[src/rtl/core/fwcs_pkg.sv]
`default_nettype none

package fwcs_pkg;

    // event codes carried in the input tuser
    typedef enum logic [2:0] {
        OP_OBSERVE    = 3'd0,
        OP_DISCONNECT = 3'd1,
        OP_POLL       = 3'd2,
        OP_CAPTURE    = 3'd3,
        OP_UNSTABLE   = 3'd4,
        OP_QUEUE_FAIL = 3'd5,
        OP_QUEUED     = 3'd6,
        OP_DONE       = 3'd7
    } t_opcode;

    // poll action codes
    typedef enum logic [1:0] {
        ACT_NONE    = 2'd0,
        ACT_CAPTURE = 2'd1,
        ACT_QUEUE   = 2'd2
    } t_action;

    // configuration register indexes
    typedef enum logic [2:0] {
        CFG_CRIT_SETTLE    = 3'd0,
        CFG_DISC_SETTLE    = 3'd1,
        CFG_USAGE_LONG     = 3'd2,
        CFG_UNSTABLE_BASE  = 3'd3,
        CFG_UNSTABLE_MAX   = 3'd4,
        CFG_QUEUE_RETRY    = 3'd5,
        CFG_FAILURE_BASE   = 3'd6,
        CFG_FAILURE_MAX    = 3'd7
    } t_cfg_idx;

    localparam int CFG_NUM     = 8;
    localparam int CFG_IDX_W   = 3;
    localparam int CFG_W       = 24;
    localparam int TIME_W      = 32;
    localparam int GEN_W       = 32;
    localparam int CNT_W       = 16;
    localparam int OPCODE_W    = 3;
    localparam int IN_TDATA_W  = 104;
    localparam int OUT_TDATA_W = 136;

    // register values after reset
    localparam logic [CFG_W-1:0] RST_CRIT_SETTLE   = 24'd1000;
    localparam logic [CFG_W-1:0] RST_DISC_SETTLE   = 24'd2000;
    localparam logic [CFG_W-1:0] RST_USAGE_LONG    = 24'd600000;
    localparam logic [CFG_W-1:0] RST_UNSTABLE_BASE = 24'd100;
    localparam logic [CFG_W-1:0] RST_UNSTABLE_MAX  = 24'd10000;
    localparam logic [CFG_W-1:0] RST_QUEUE_RETRY   = 24'd1000;
    localparam logic [CFG_W-1:0] RST_FAILURE_BASE  = 24'd1000;
    localparam logic [CFG_W-1:0] RST_FAILURE_MAX   = 24'd60000;

    localparam logic [CNT_W-1:0] CNT_MAX = {CNT_W{1'b1}};

    // backoff step: jump to the ceiling once at or above half of it
    function automatic logic [CFG_W-1:0] double_capped(
        input logic [CFG_W-1:0] v,
        input logic [CFG_W-1:0] cap
    );
        if (v >= (cap >> 1)) begin
            return cap;
        end
        return {v[CFG_W-2:0], 1'b0};
    endfunction

    // saturating counter step
    function automatic logic [CNT_W-1:0] bump(input logic [CNT_W-1:0] c);
        if (c != CNT_MAX) begin
            return c + 1'b1;
        end
        return c;
    endfunction

endpackage

`default_nettype wire

[src/rtl/core/flash_write_coalescing_scheduler_unit.sv]
`default_nettype none

// path: a taken input beat waits in the input register, then one pass of logic
// writes its result beat into the result register, which offers it
// throughput: one event per cycle while results are taken, one update pass on state
// reset: synchronous active low; clears flags, deadline, counters and generations,
// reloads configuration defaults and both backoff delays with their base values
module flash_write_coalescing_scheduler_unit (
    input  wire                                 i_clk,
    input  wire                                 i_rst_n,
    // input event stream
    input  wire                                 i_s_axis_tvalid,
    output logic                                o_s_axis_tready,
    // fields from bit 0: now_ms[31:0], dirty_critical, dirty_usage,
    // dirty_generation[31:0], link_connected, encode_ok, write_ok,
    // snapshot_generation[31:0], zero fill
    input  wire  [fwcs_pkg::IN_TDATA_W-1:0]     i_s_axis_tdata,
    // fields from bit 0: opcode[2:0]
    input  wire  [fwcs_pkg::OPCODE_W-1:0]       i_s_axis_tuser,
    // result stream
    output logic                                o_m_axis_tvalid,
    input  wire                                 i_m_axis_tready,
    // fields from bit 0: action[1:0], delay_ms[31:0], capture_accepted,
    // is_pending, is_in_flight, critical_flag, usage_flag, store_gen[31:0],
    // write_gen[31:0], success_count[15:0], failure_count[15:0], zero fill
    output logic [fwcs_pkg::OUT_TDATA_W-1:0]    o_m_axis_tdata,
    // configuration write channel
    input  wire                                 i_cfg_valid,
    output logic                                o_cfg_ready,
    input  wire  [fwcs_pkg::CFG_IDX_W-1:0]      i_cfg_index,
    input  wire  [fwcs_pkg::CFG_W-1:0]          i_cfg_data
);
    import fwcs_pkg::*;

    // configuration registers
    logic [CFG_W-1:0]       r_cfg [CFG_NUM];

    // input register
    logic                   r_in_valid;
    logic [IN_TDATA_W-1:0]  r_in_data;
    logic [OPCODE_W-1:0]    r_in_op;

    // result register
    logic                   r_out_valid;
    logic [OUT_TDATA_W-1:0] r_out_data;

    // scheduler state
    logic                   r_pending,    n_pending;
    logic                   r_in_flight,  n_in_flight;
    logic                   r_dl_valid,   n_dl_valid;
    logic [TIME_W-1:0]      r_dl_time,    n_dl_time;
    logic                   r_retry,      n_retry;
    logic [CFG_W-1:0]       r_unstable,   n_unstable;
    logic [CFG_W-1:0]       r_failure,    n_failure;
    logic [GEN_W-1:0]       r_capt_gen,   n_capt_gen;
    logic [GEN_W-1:0]       r_rep_gen,    n_rep_gen;
    logic                   r_crit,       n_crit;
    logic                   r_use,        n_use;
    logic [CNT_W-1:0]       r_ok_cnt,     n_ok_cnt;
    logic [CNT_W-1:0]       r_bad_cnt,    n_bad_cnt;

    // unpacked event fields
    t_opcode                w_op;
    logic [TIME_W-1:0]      w_now;
    logic                   w_dc;
    logic                   w_du;
    logic [GEN_W-1:0]       w_dgen;
    logic                   w_conn;
    logic                   w_enc;
    logic                   w_wok;
    logic [GEN_W-1:0]       w_sgen;

    logic                   w_advance;
    logic [TIME_W-1:0]      w_diff_old;
    logic [CFG_W-1:0]       w_obs_c;
    logic [TIME_W-1:0]      w_earlier;
    logic                   w_arm_en;
    logic [CFG_W-1:0]       w_arm_c;
    logic                   w_accepted;
    logic [TIME_W-1:0]      w_delta;
    logic                   w_reached;
    t_action                w_action;
    logic [TIME_W-1:0]      w_delay;
    logic [GEN_W-1:0]       w_write_gen;

    assign w_op   = t_opcode'(r_in_op);
    assign w_now  = r_in_data[31:0];
    assign w_dc   = r_in_data[32];
    assign w_du   = r_in_data[33];
    assign w_dgen = r_in_data[65:34];
    assign w_conn = r_in_data[66];
    assign w_enc  = r_in_data[67];
    assign w_wok  = r_in_data[68];
    assign w_sgen = r_in_data[100:69];

    // handshake: the input register refills whenever its beat moves on
    assign w_advance       = r_in_valid && (!r_out_valid || i_m_axis_tready);
    assign o_s_axis_tready = !r_in_valid || w_advance;
    assign o_m_axis_tvalid = r_out_valid;
    assign o_m_axis_tdata  = r_out_data;
    assign o_cfg_ready     = 1'b1;

    // distance from now to the stored deadline, and the observe-case earlier test
    assign w_diff_old = r_dl_time - w_now;
    assign w_obs_c    = w_dc ? r_cfg[CFG_CRIT_SETTLE] :
                        (!w_conn ? r_cfg[CFG_DISC_SETTLE] : r_cfg[CFG_USAGE_LONG]);
    assign w_earlier  = w_diff_old - {8'd0, w_obs_c};

    // event decode and state update
    always_comb begin
        n_pending   = r_pending;
        n_in_flight = r_in_flight;
        n_dl_valid  = r_dl_valid;
        n_dl_time   = r_dl_time;
        n_retry     = r_retry;
        n_unstable  = r_unstable;
        n_failure   = r_failure;
        n_capt_gen  = r_capt_gen;
        n_rep_gen   = r_rep_gen;
        n_crit      = r_crit;
        n_use       = r_use;
        n_ok_cnt    = r_ok_cnt;
        n_bad_cnt   = r_bad_cnt;
        w_arm_en    = 1'b0;
        w_arm_c     = '0;
        w_accepted  = 1'b0;

        unique case (w_op)
            OP_OBSERVE: begin
                n_rep_gen = w_dgen;
                n_crit    = w_dc || r_retry;
                n_use     = w_du;
                if ((w_dc || w_du) && !r_pending && !r_in_flight) begin
                    w_arm_c = w_obs_c;
                    if (w_dc || !w_conn) begin
                        w_arm_en = !r_dl_valid || !w_earlier[TIME_W-1];
                    end else begin
                        w_arm_en = !r_dl_valid;
                    end
                end
            end
            OP_DISCONNECT: begin
                n_rep_gen = w_dgen;
                n_crit    = w_dc || r_retry;
                n_use     = w_du;
                if ((w_dc || w_du) && !r_pending && !r_in_flight) begin
                    w_arm_en = 1'b1;
                    w_arm_c  = r_cfg[CFG_DISC_SETTLE];
                end
            end
            OP_POLL: begin
            end
            OP_CAPTURE: begin
                if (!r_pending && !r_in_flight && w_enc) begin
                    n_capt_gen = w_sgen;
                    n_rep_gen  = w_sgen;
                    n_pending  = 1'b1;
                    n_dl_valid = 1'b0;
                    n_unstable = r_cfg[CFG_UNSTABLE_BASE];
                    w_accepted = 1'b1;
                end
            end
            OP_UNSTABLE: begin
                w_arm_en   = 1'b1;
                w_arm_c    = r_unstable;
                n_unstable = double_capped(r_unstable, r_cfg[CFG_UNSTABLE_MAX]);
            end
            OP_QUEUE_FAIL: begin
                if (r_in_flight) begin
                    n_in_flight = 1'b0;
                    n_pending   = 1'b1;
                end
                w_arm_en = 1'b1;
                w_arm_c  = r_cfg[CFG_QUEUE_RETRY];
            end
            OP_QUEUED: begin
                if (r_pending) begin
                    n_pending   = 1'b0;
                    n_in_flight = 1'b1;
                    n_dl_valid  = 1'b0;
                end
            end
            OP_DONE: begin
                if (r_in_flight) begin
                    n_in_flight = 1'b0;
                    n_rep_gen   = w_dgen;
                    n_use       = w_du;
                    if (w_wok) begin
                        n_ok_cnt  = bump(r_ok_cnt);
                        n_failure = r_cfg[CFG_FAILURE_BASE];
                        n_retry   = 1'b0;
                        n_crit    = w_dc;
                        if (!w_dc && !w_du) begin
                            n_dl_valid = 1'b0;
                        end else begin
                            // deadline at now
                            w_arm_en = 1'b1;
                        end
                    end else begin
                        n_bad_cnt = bump(r_bad_cnt);
                        n_retry   = 1'b1;
                        n_crit    = 1'b1;
                        n_failure = double_capped(r_failure, r_cfg[CFG_FAILURE_MAX]);
                        w_arm_en  = 1'b1;
                        // long usage delay wins only if it is not later
                        if (!w_dc && w_conn && (r_failure >= r_cfg[CFG_USAGE_LONG])) begin
                            w_arm_c = r_cfg[CFG_USAGE_LONG];
                        end else begin
                            w_arm_c = r_failure;
                        end
                    end
                end
            end
        endcase

        // arming sets the deadline relative to now
        w_delta = w_diff_old;
        if (w_arm_en) begin
            n_dl_valid = 1'b1;
            n_dl_time  = w_now + {8'd0, w_arm_c};
            w_delta    = {8'd0, w_arm_c};
        end
    end

    // poll result after the event, from the deadline's distance to now
    assign w_reached = (w_delta == '0) ||
                       (w_delta[TIME_W-1] && (w_delta[TIME_W-2:0] != '0));

    always_comb begin
        if (n_pending) begin
            w_action = (!n_dl_valid || w_reached) ? ACT_QUEUE : ACT_NONE;
        end else if (n_in_flight || (!n_crit && !n_use)) begin
            w_action = ACT_NONE;
        end else begin
            w_action = (n_dl_valid && w_reached) ? ACT_CAPTURE : ACT_NONE;
        end

        if (!n_dl_valid) begin
            w_delay = '1;
        end else if (w_reached) begin
            w_delay = '0;
        end else begin
            w_delay = w_delta;
        end
    end

    assign w_write_gen = n_in_flight ? n_capt_gen : '0;

    // configuration writes
    always_ff @(posedge i_clk) begin
        if (!i_rst_n) begin
            r_cfg[CFG_CRIT_SETTLE]   <= RST_CRIT_SETTLE;
            r_cfg[CFG_DISC_SETTLE]   <= RST_DISC_SETTLE;
            r_cfg[CFG_USAGE_LONG]    <= RST_USAGE_LONG;
            r_cfg[CFG_UNSTABLE_BASE] <= RST_UNSTABLE_BASE;
            r_cfg[CFG_UNSTABLE_MAX]  <= RST_UNSTABLE_MAX;
            r_cfg[CFG_QUEUE_RETRY]   <= RST_QUEUE_RETRY;
            r_cfg[CFG_FAILURE_BASE]  <= RST_FAILURE_BASE;
            r_cfg[CFG_FAILURE_MAX]   <= RST_FAILURE_MAX;
        end else if (i_cfg_valid) begin
            r_cfg[i_cfg_index] <= i_cfg_data;
        end
    end

    // input register
    always_ff @(posedge i_clk) begin
        if (!i_rst_n) begin
            r_in_valid <= 1'b0;
        end else if (o_s_axis_tready) begin
            r_in_valid <= i_s_axis_tvalid;
        end
    end

    always_ff @(posedge i_clk) begin
        if (o_s_axis_tready && i_s_axis_tvalid) begin
            r_in_data <= i_s_axis_tdata;
            r_in_op   <= i_s_axis_tuser;
        end
    end

    // result register
    always_ff @(posedge i_clk) begin
        if (!i_rst_n) begin
            r_out_valid <= 1'b0;
        end else if (w_advance) begin
            r_out_valid <= 1'b1;
        end else if (i_m_axis_tready) begin
            r_out_valid <= 1'b0;
        end
    end

    always_ff @(posedge i_clk) begin
        if (w_advance) begin
            r_out_data <= {1'b0, n_bad_cnt, n_ok_cnt, w_write_gen, n_rep_gen,
                           n_use, n_crit, n_in_flight, n_pending, w_accepted,
                           w_delay, w_action};
        end
    end

    // scheduler state, updated once per event
    always_ff @(posedge i_clk) begin
        if (!i_rst_n) begin
            r_pending   <= 1'b0;
            r_in_flight <= 1'b0;
            r_dl_valid  <= 1'b0;
            r_dl_time   <= '0;
            r_retry     <= 1'b0;
            r_unstable  <= RST_UNSTABLE_BASE;
            r_failure   <= RST_FAILURE_BASE;
            r_capt_gen  <= '0;
            r_rep_gen   <= '0;
            r_crit      <= 1'b0;
            r_use       <= 1'b0;
            r_ok_cnt    <= '0;
            r_bad_cnt   <= '0;
        end else if (w_advance) begin
            r_pending   <= n_pending;
            r_in_flight <= n_in_flight;
            r_dl_valid  <= n_dl_valid;
            r_dl_time   <= n_dl_time;
            r_retry     <= n_retry;
            r_unstable  <= n_unstable;
            r_failure   <= n_failure;
            r_capt_gen  <= n_capt_gen;
            r_rep_gen   <= n_rep_gen;
            r_crit      <= n_crit;
            r_use       <= n_use;
            r_ok_cnt    <= n_ok_cnt;
            r_bad_cnt   <= n_bad_cnt;
        end
    end

endmodule

`default_nettype wire
[config.mk]
export PLATFORM = sky130hd
export DESIGN_NAME = flash_write_coalescing_scheduler_unit
export DESIGN_NICKNAME = d
export VERILOG_FILES = /design/src/rtl/core/fwcs_pkg.sv /design/src/rtl/core/flash_write_coalescing_scheduler_unit.sv
export SDC_FILE = /design/constraint.sdc
export NUM_CORES = 1
export LEC_CHECK = 0
export BUFFER_PORTS_ARGS = -buffer_cell sky130_fd_sc_hd__buf_2
export CORE_MARGIN = 3
export CORE_UTILIZATION = 45
export DETAILED_ROUTE_END_ITERATION = 16
export HOLD_SLACK_MARGIN = 0.06
export PLACE_DENSITY = 0.64
export REMOVE_ABC_BUFFERS = 1
export SLEW_MARGIN = 10
export SYNTH_ARGS = -nofsm -noshare
export SYNTH_HDL_FRONTEND = slang
export SYNTH_SLANG_ARGS = --single-unit
[constraint.sdc]
create_clock -name i_clk -period 6.8 [get_ports i_clk]
set_clock_uncertainty 0.05 [all_clocks]
set_input_delay 0.34 -clock i_clk [delete_from_list [all_inputs] [get_ports i_clk]]
set_output_delay 0.34 -clock i_clk [all_outputs]
set_load 0.01 [all_outputs]
==> reports/qor.yml <==
cts.sinks: 615
cpLargestDelayFamily: "compound AO/OA/AOI/OAI gates"
hold_path.class: "in2reg"
synth-seq-area-share_pct: 53.9
clockBufferDepth: 3
whs_ns: 0.0859
place_congestion: 0.921
htreeDepth: 3
maxCapViolations: 0
grt_first_pass_wirelength_um: 135000
synth_edf_count: 431
cp-endpoint: "r_dl_time[10]"
max_clock_freq_mhz: 156
cp-startpoint: "r_dl_time[0]"
die_h_um: 268
top_layer: "met5"
synth-seq-cells: 615
cp_common_cell: "a21o_1"
grt_setup_unrepaired: "false"
yosysUniqueCellTypes: 89
crit_path_max_fanout: 27
final_nets: 3578
crit_arrival_ns: 6.82
cts_tree: "done"
hold_viol_final: 0
syn_avg_cell_area_um2: 10.5
antenna_found_initial: 5
vias: 24331
detail_route.vias_per_cell: 5.76
io_pins: 278
status: "finished clean"
design_area_um2: 36600
antenna_left: 0
fin_crit_ns: 6.42
fp.dieArea_um2: 71700
grt_max_degree: 91
rows: 95
hpwl_um: 60500
port_buffers: 272
clock_tree.root_cell: "clkbuf_16"
layout_commonest_cell: "edfxtp_1"
worst-path-buf-inv: 3
grt_pass1_vias: 23865
cp-end-kind: "flip-flop"
drt_iter0_drc: 2743
syn_inst: 2936
dr.pass1.iters: 7
overflow: 0
synth-async-reset-ratio_pct: 0
path_class: "reg2reg"
ff2ff_path_depth: 25
wirelength_um: 89100
final_max_slew_viol_count: 0
setup_viol: 0
wl_per_cell_um: 21.1
post-route-util_pct: 54.1
power_density_nw_per_um2: 249
p_leak_nw: 14.8
route.met2.wl_um: 42100
worst_slew_margin_rel_pct: 19.9
clk_pin_slew_ns: 0.07
reg2reg_from: "r_dl_time[0]"
wl_met3_um: 6020
finalSetupTns_ns: 0
slowest_stage: "or3b_1"
worst_r2r_endpoint: "r_dl_time[10]"
insertion_delay_ns: 0.62
coreArea_um2: 67500
drc_errors: 0
grt.total_usage_pct: 24.2
worst-slew-pin-transition_ns: 1.20
finalCritPeriodShare_pct: 94.4
met1_length_um: 37300
totalPowerFinal_mw: 9.11
vdd_drop_max_mv: 0.179
yosys_warnings: 0
cts-buffers-inserted: 69
synthFlopType: "edfxtp_1"
synth_area_um2: 30800
crit_cells: 25
placed_cell_area_um2: 33200
syn_to_final_growth_pct: 18.6
drive_above_1_share_pct: 14.7
layout.cells.most_common_list: "431 x edfxtp_1, 348 x nand2_1, 272 x buf_2"
cp-start-kind: "flip-flop"
cts_resized: 0
required_ns: 7.20
rrSetupSlack_ns: 0.38
start_util_pct: 45.7
cp_slowest_stage_delay_ns: 0.42
die-width_um: 268
-- where the power goes --
part	total, mW	internal (mW)	switching, mW	leakage (nW)
Sequential	4.31	4.21	0.0998	5.65
Clock	3.76	2.18	1.57	1.10
Combinational	1.04	0.388	0.657	8.09
Total	9.11	6.78	2.33	14.8
-- cell families (layout without fill, tap and decap cells) --
family	count (synthesis)	after routing	share of synthesized area, %
other	2	7	0.0244
AO/OA/AOI/OAI	712	712	15.2
buffers and inverters	332	739	4.22
adder cells (fa/ha/maj)	152	152	6.22
XOR/XNOR	82	82	2.33
flip-flops	615	615	53.9
multiplexers	95	95	3.15
AND/OR/NAND/NOR	946	946	14.9
-- through the flow --
stage | worst slack [ns] | cells
final | 0.383 | 4221
after global routing | 0.0270 | 4220
after CTS | 0.450 | 4216
after detailed placement | 0.455 | 3980
after global placement | 0.573 | 3980
after floorplan | -1.19 | 2777
-- cells in the mapped netlist (all sizes together) (5+ instances only) --
cell / n / area, µm²
and2: 153 / 957
xnor2: 45 / 394
nor3: 32 / 165
o31ai: 7 / 52.6
a21o: 33 / 248
o21a: 15 / 113
o221ai: 7 / 67.6
o211a: 9 / 90.1
nand2: 349 / 1320
nand3b: 5 / 37.5
mux2i: 89 / 903
o311ai: 6 / 52.6
and4: 9 / 78.8
nand2b: 31 / 194
o21bai: 9 / 67.6
buf: 27 / 155
a211oi: 46 / 345
a31oi: 15 / 93.8
ha: 150 / 1880
and3: 19 / 124
clkbuf: 132 / 498
nand3: 40 / 205
nor4: 9 / 56.3
xor2: 37 / 324
a221o: 19 / 190
a311oi: 10 / 100
nor2: 190 / 734
a21oi: 200 / 1000
or4: 6 / 48.8
o211ai: 8 / 60.1
a222oi: 55 / 551
a22oi: 27 / 203
edfxtp: 431 / 12900
inv: 172 / 646
o21ai: 190 / 951
or3: 49 / 307
nor2b: 18 / 115
dfxtp: 184 / 3680
o2bb2ai: 17 / 149
nand4: 23 / 144
mux2: 6 / 67.6
-- worst min-delay path by stage --
stage / startpoint / endpoint / depth (start not counted)
final: i_cfg_data[8] / r_cfg[0][8] / 2
after global routing: i_cfg_data[21] / r_cfg[5][21] / 2
after CTS: i_cfg_data[21] / r_cfg[6][21] / 2
after detailed placement: r_capt_gen[6] / r_capt_gen[6] / 2
after global placement: r_capt_gen[26] / r_capt_gen[26] / 2
after floorplan: i_rst_n / r_failure[3] / 1
-- flip-flops by register name, summed over array words and instances (netlist names) --
register         count
o_m_axis_tdata     135
o_m_axis_tvalid      1
r_bad_cnt           16
r_capt_gen          32
r_cfg              192
r_crit               1
r_dl_time           32
r_dl_valid           1
r_failure           24
r_in_data          101
r_in_flight          1
r_in_op              3
r_in_valid           1
r_ok_cnt            16
r_pending            1
r_rep_gen           32
r_retry              1
r_unstable          24
r_use                1
-- metal layers --
layer | vias up | GRT usage, %
met5 | - | 0
met4 | 2 | 9.64
met3 | 220 | 4.71
met2 | 939 | 40.2
met1 | 11764 | 31.3
li1 | 11406 | -
-- layout make-up --
type,instances,area (µm²)
clock buffer,88,1860
timing repair buffer,439,2890
fill,5835,31000
tap,873,1090
inverter,173,659
antenna,5,12.5
sequential,615,16600
multi-input combinational,1989,13000
clock inverter,39,418
-- what timing repair did --
item	CTS	global route
hold buffers	109	0
buffers inserted	0	0
hold endpoints to repair	112	0
Note: power is estimated with default switching activity, not from simulation.
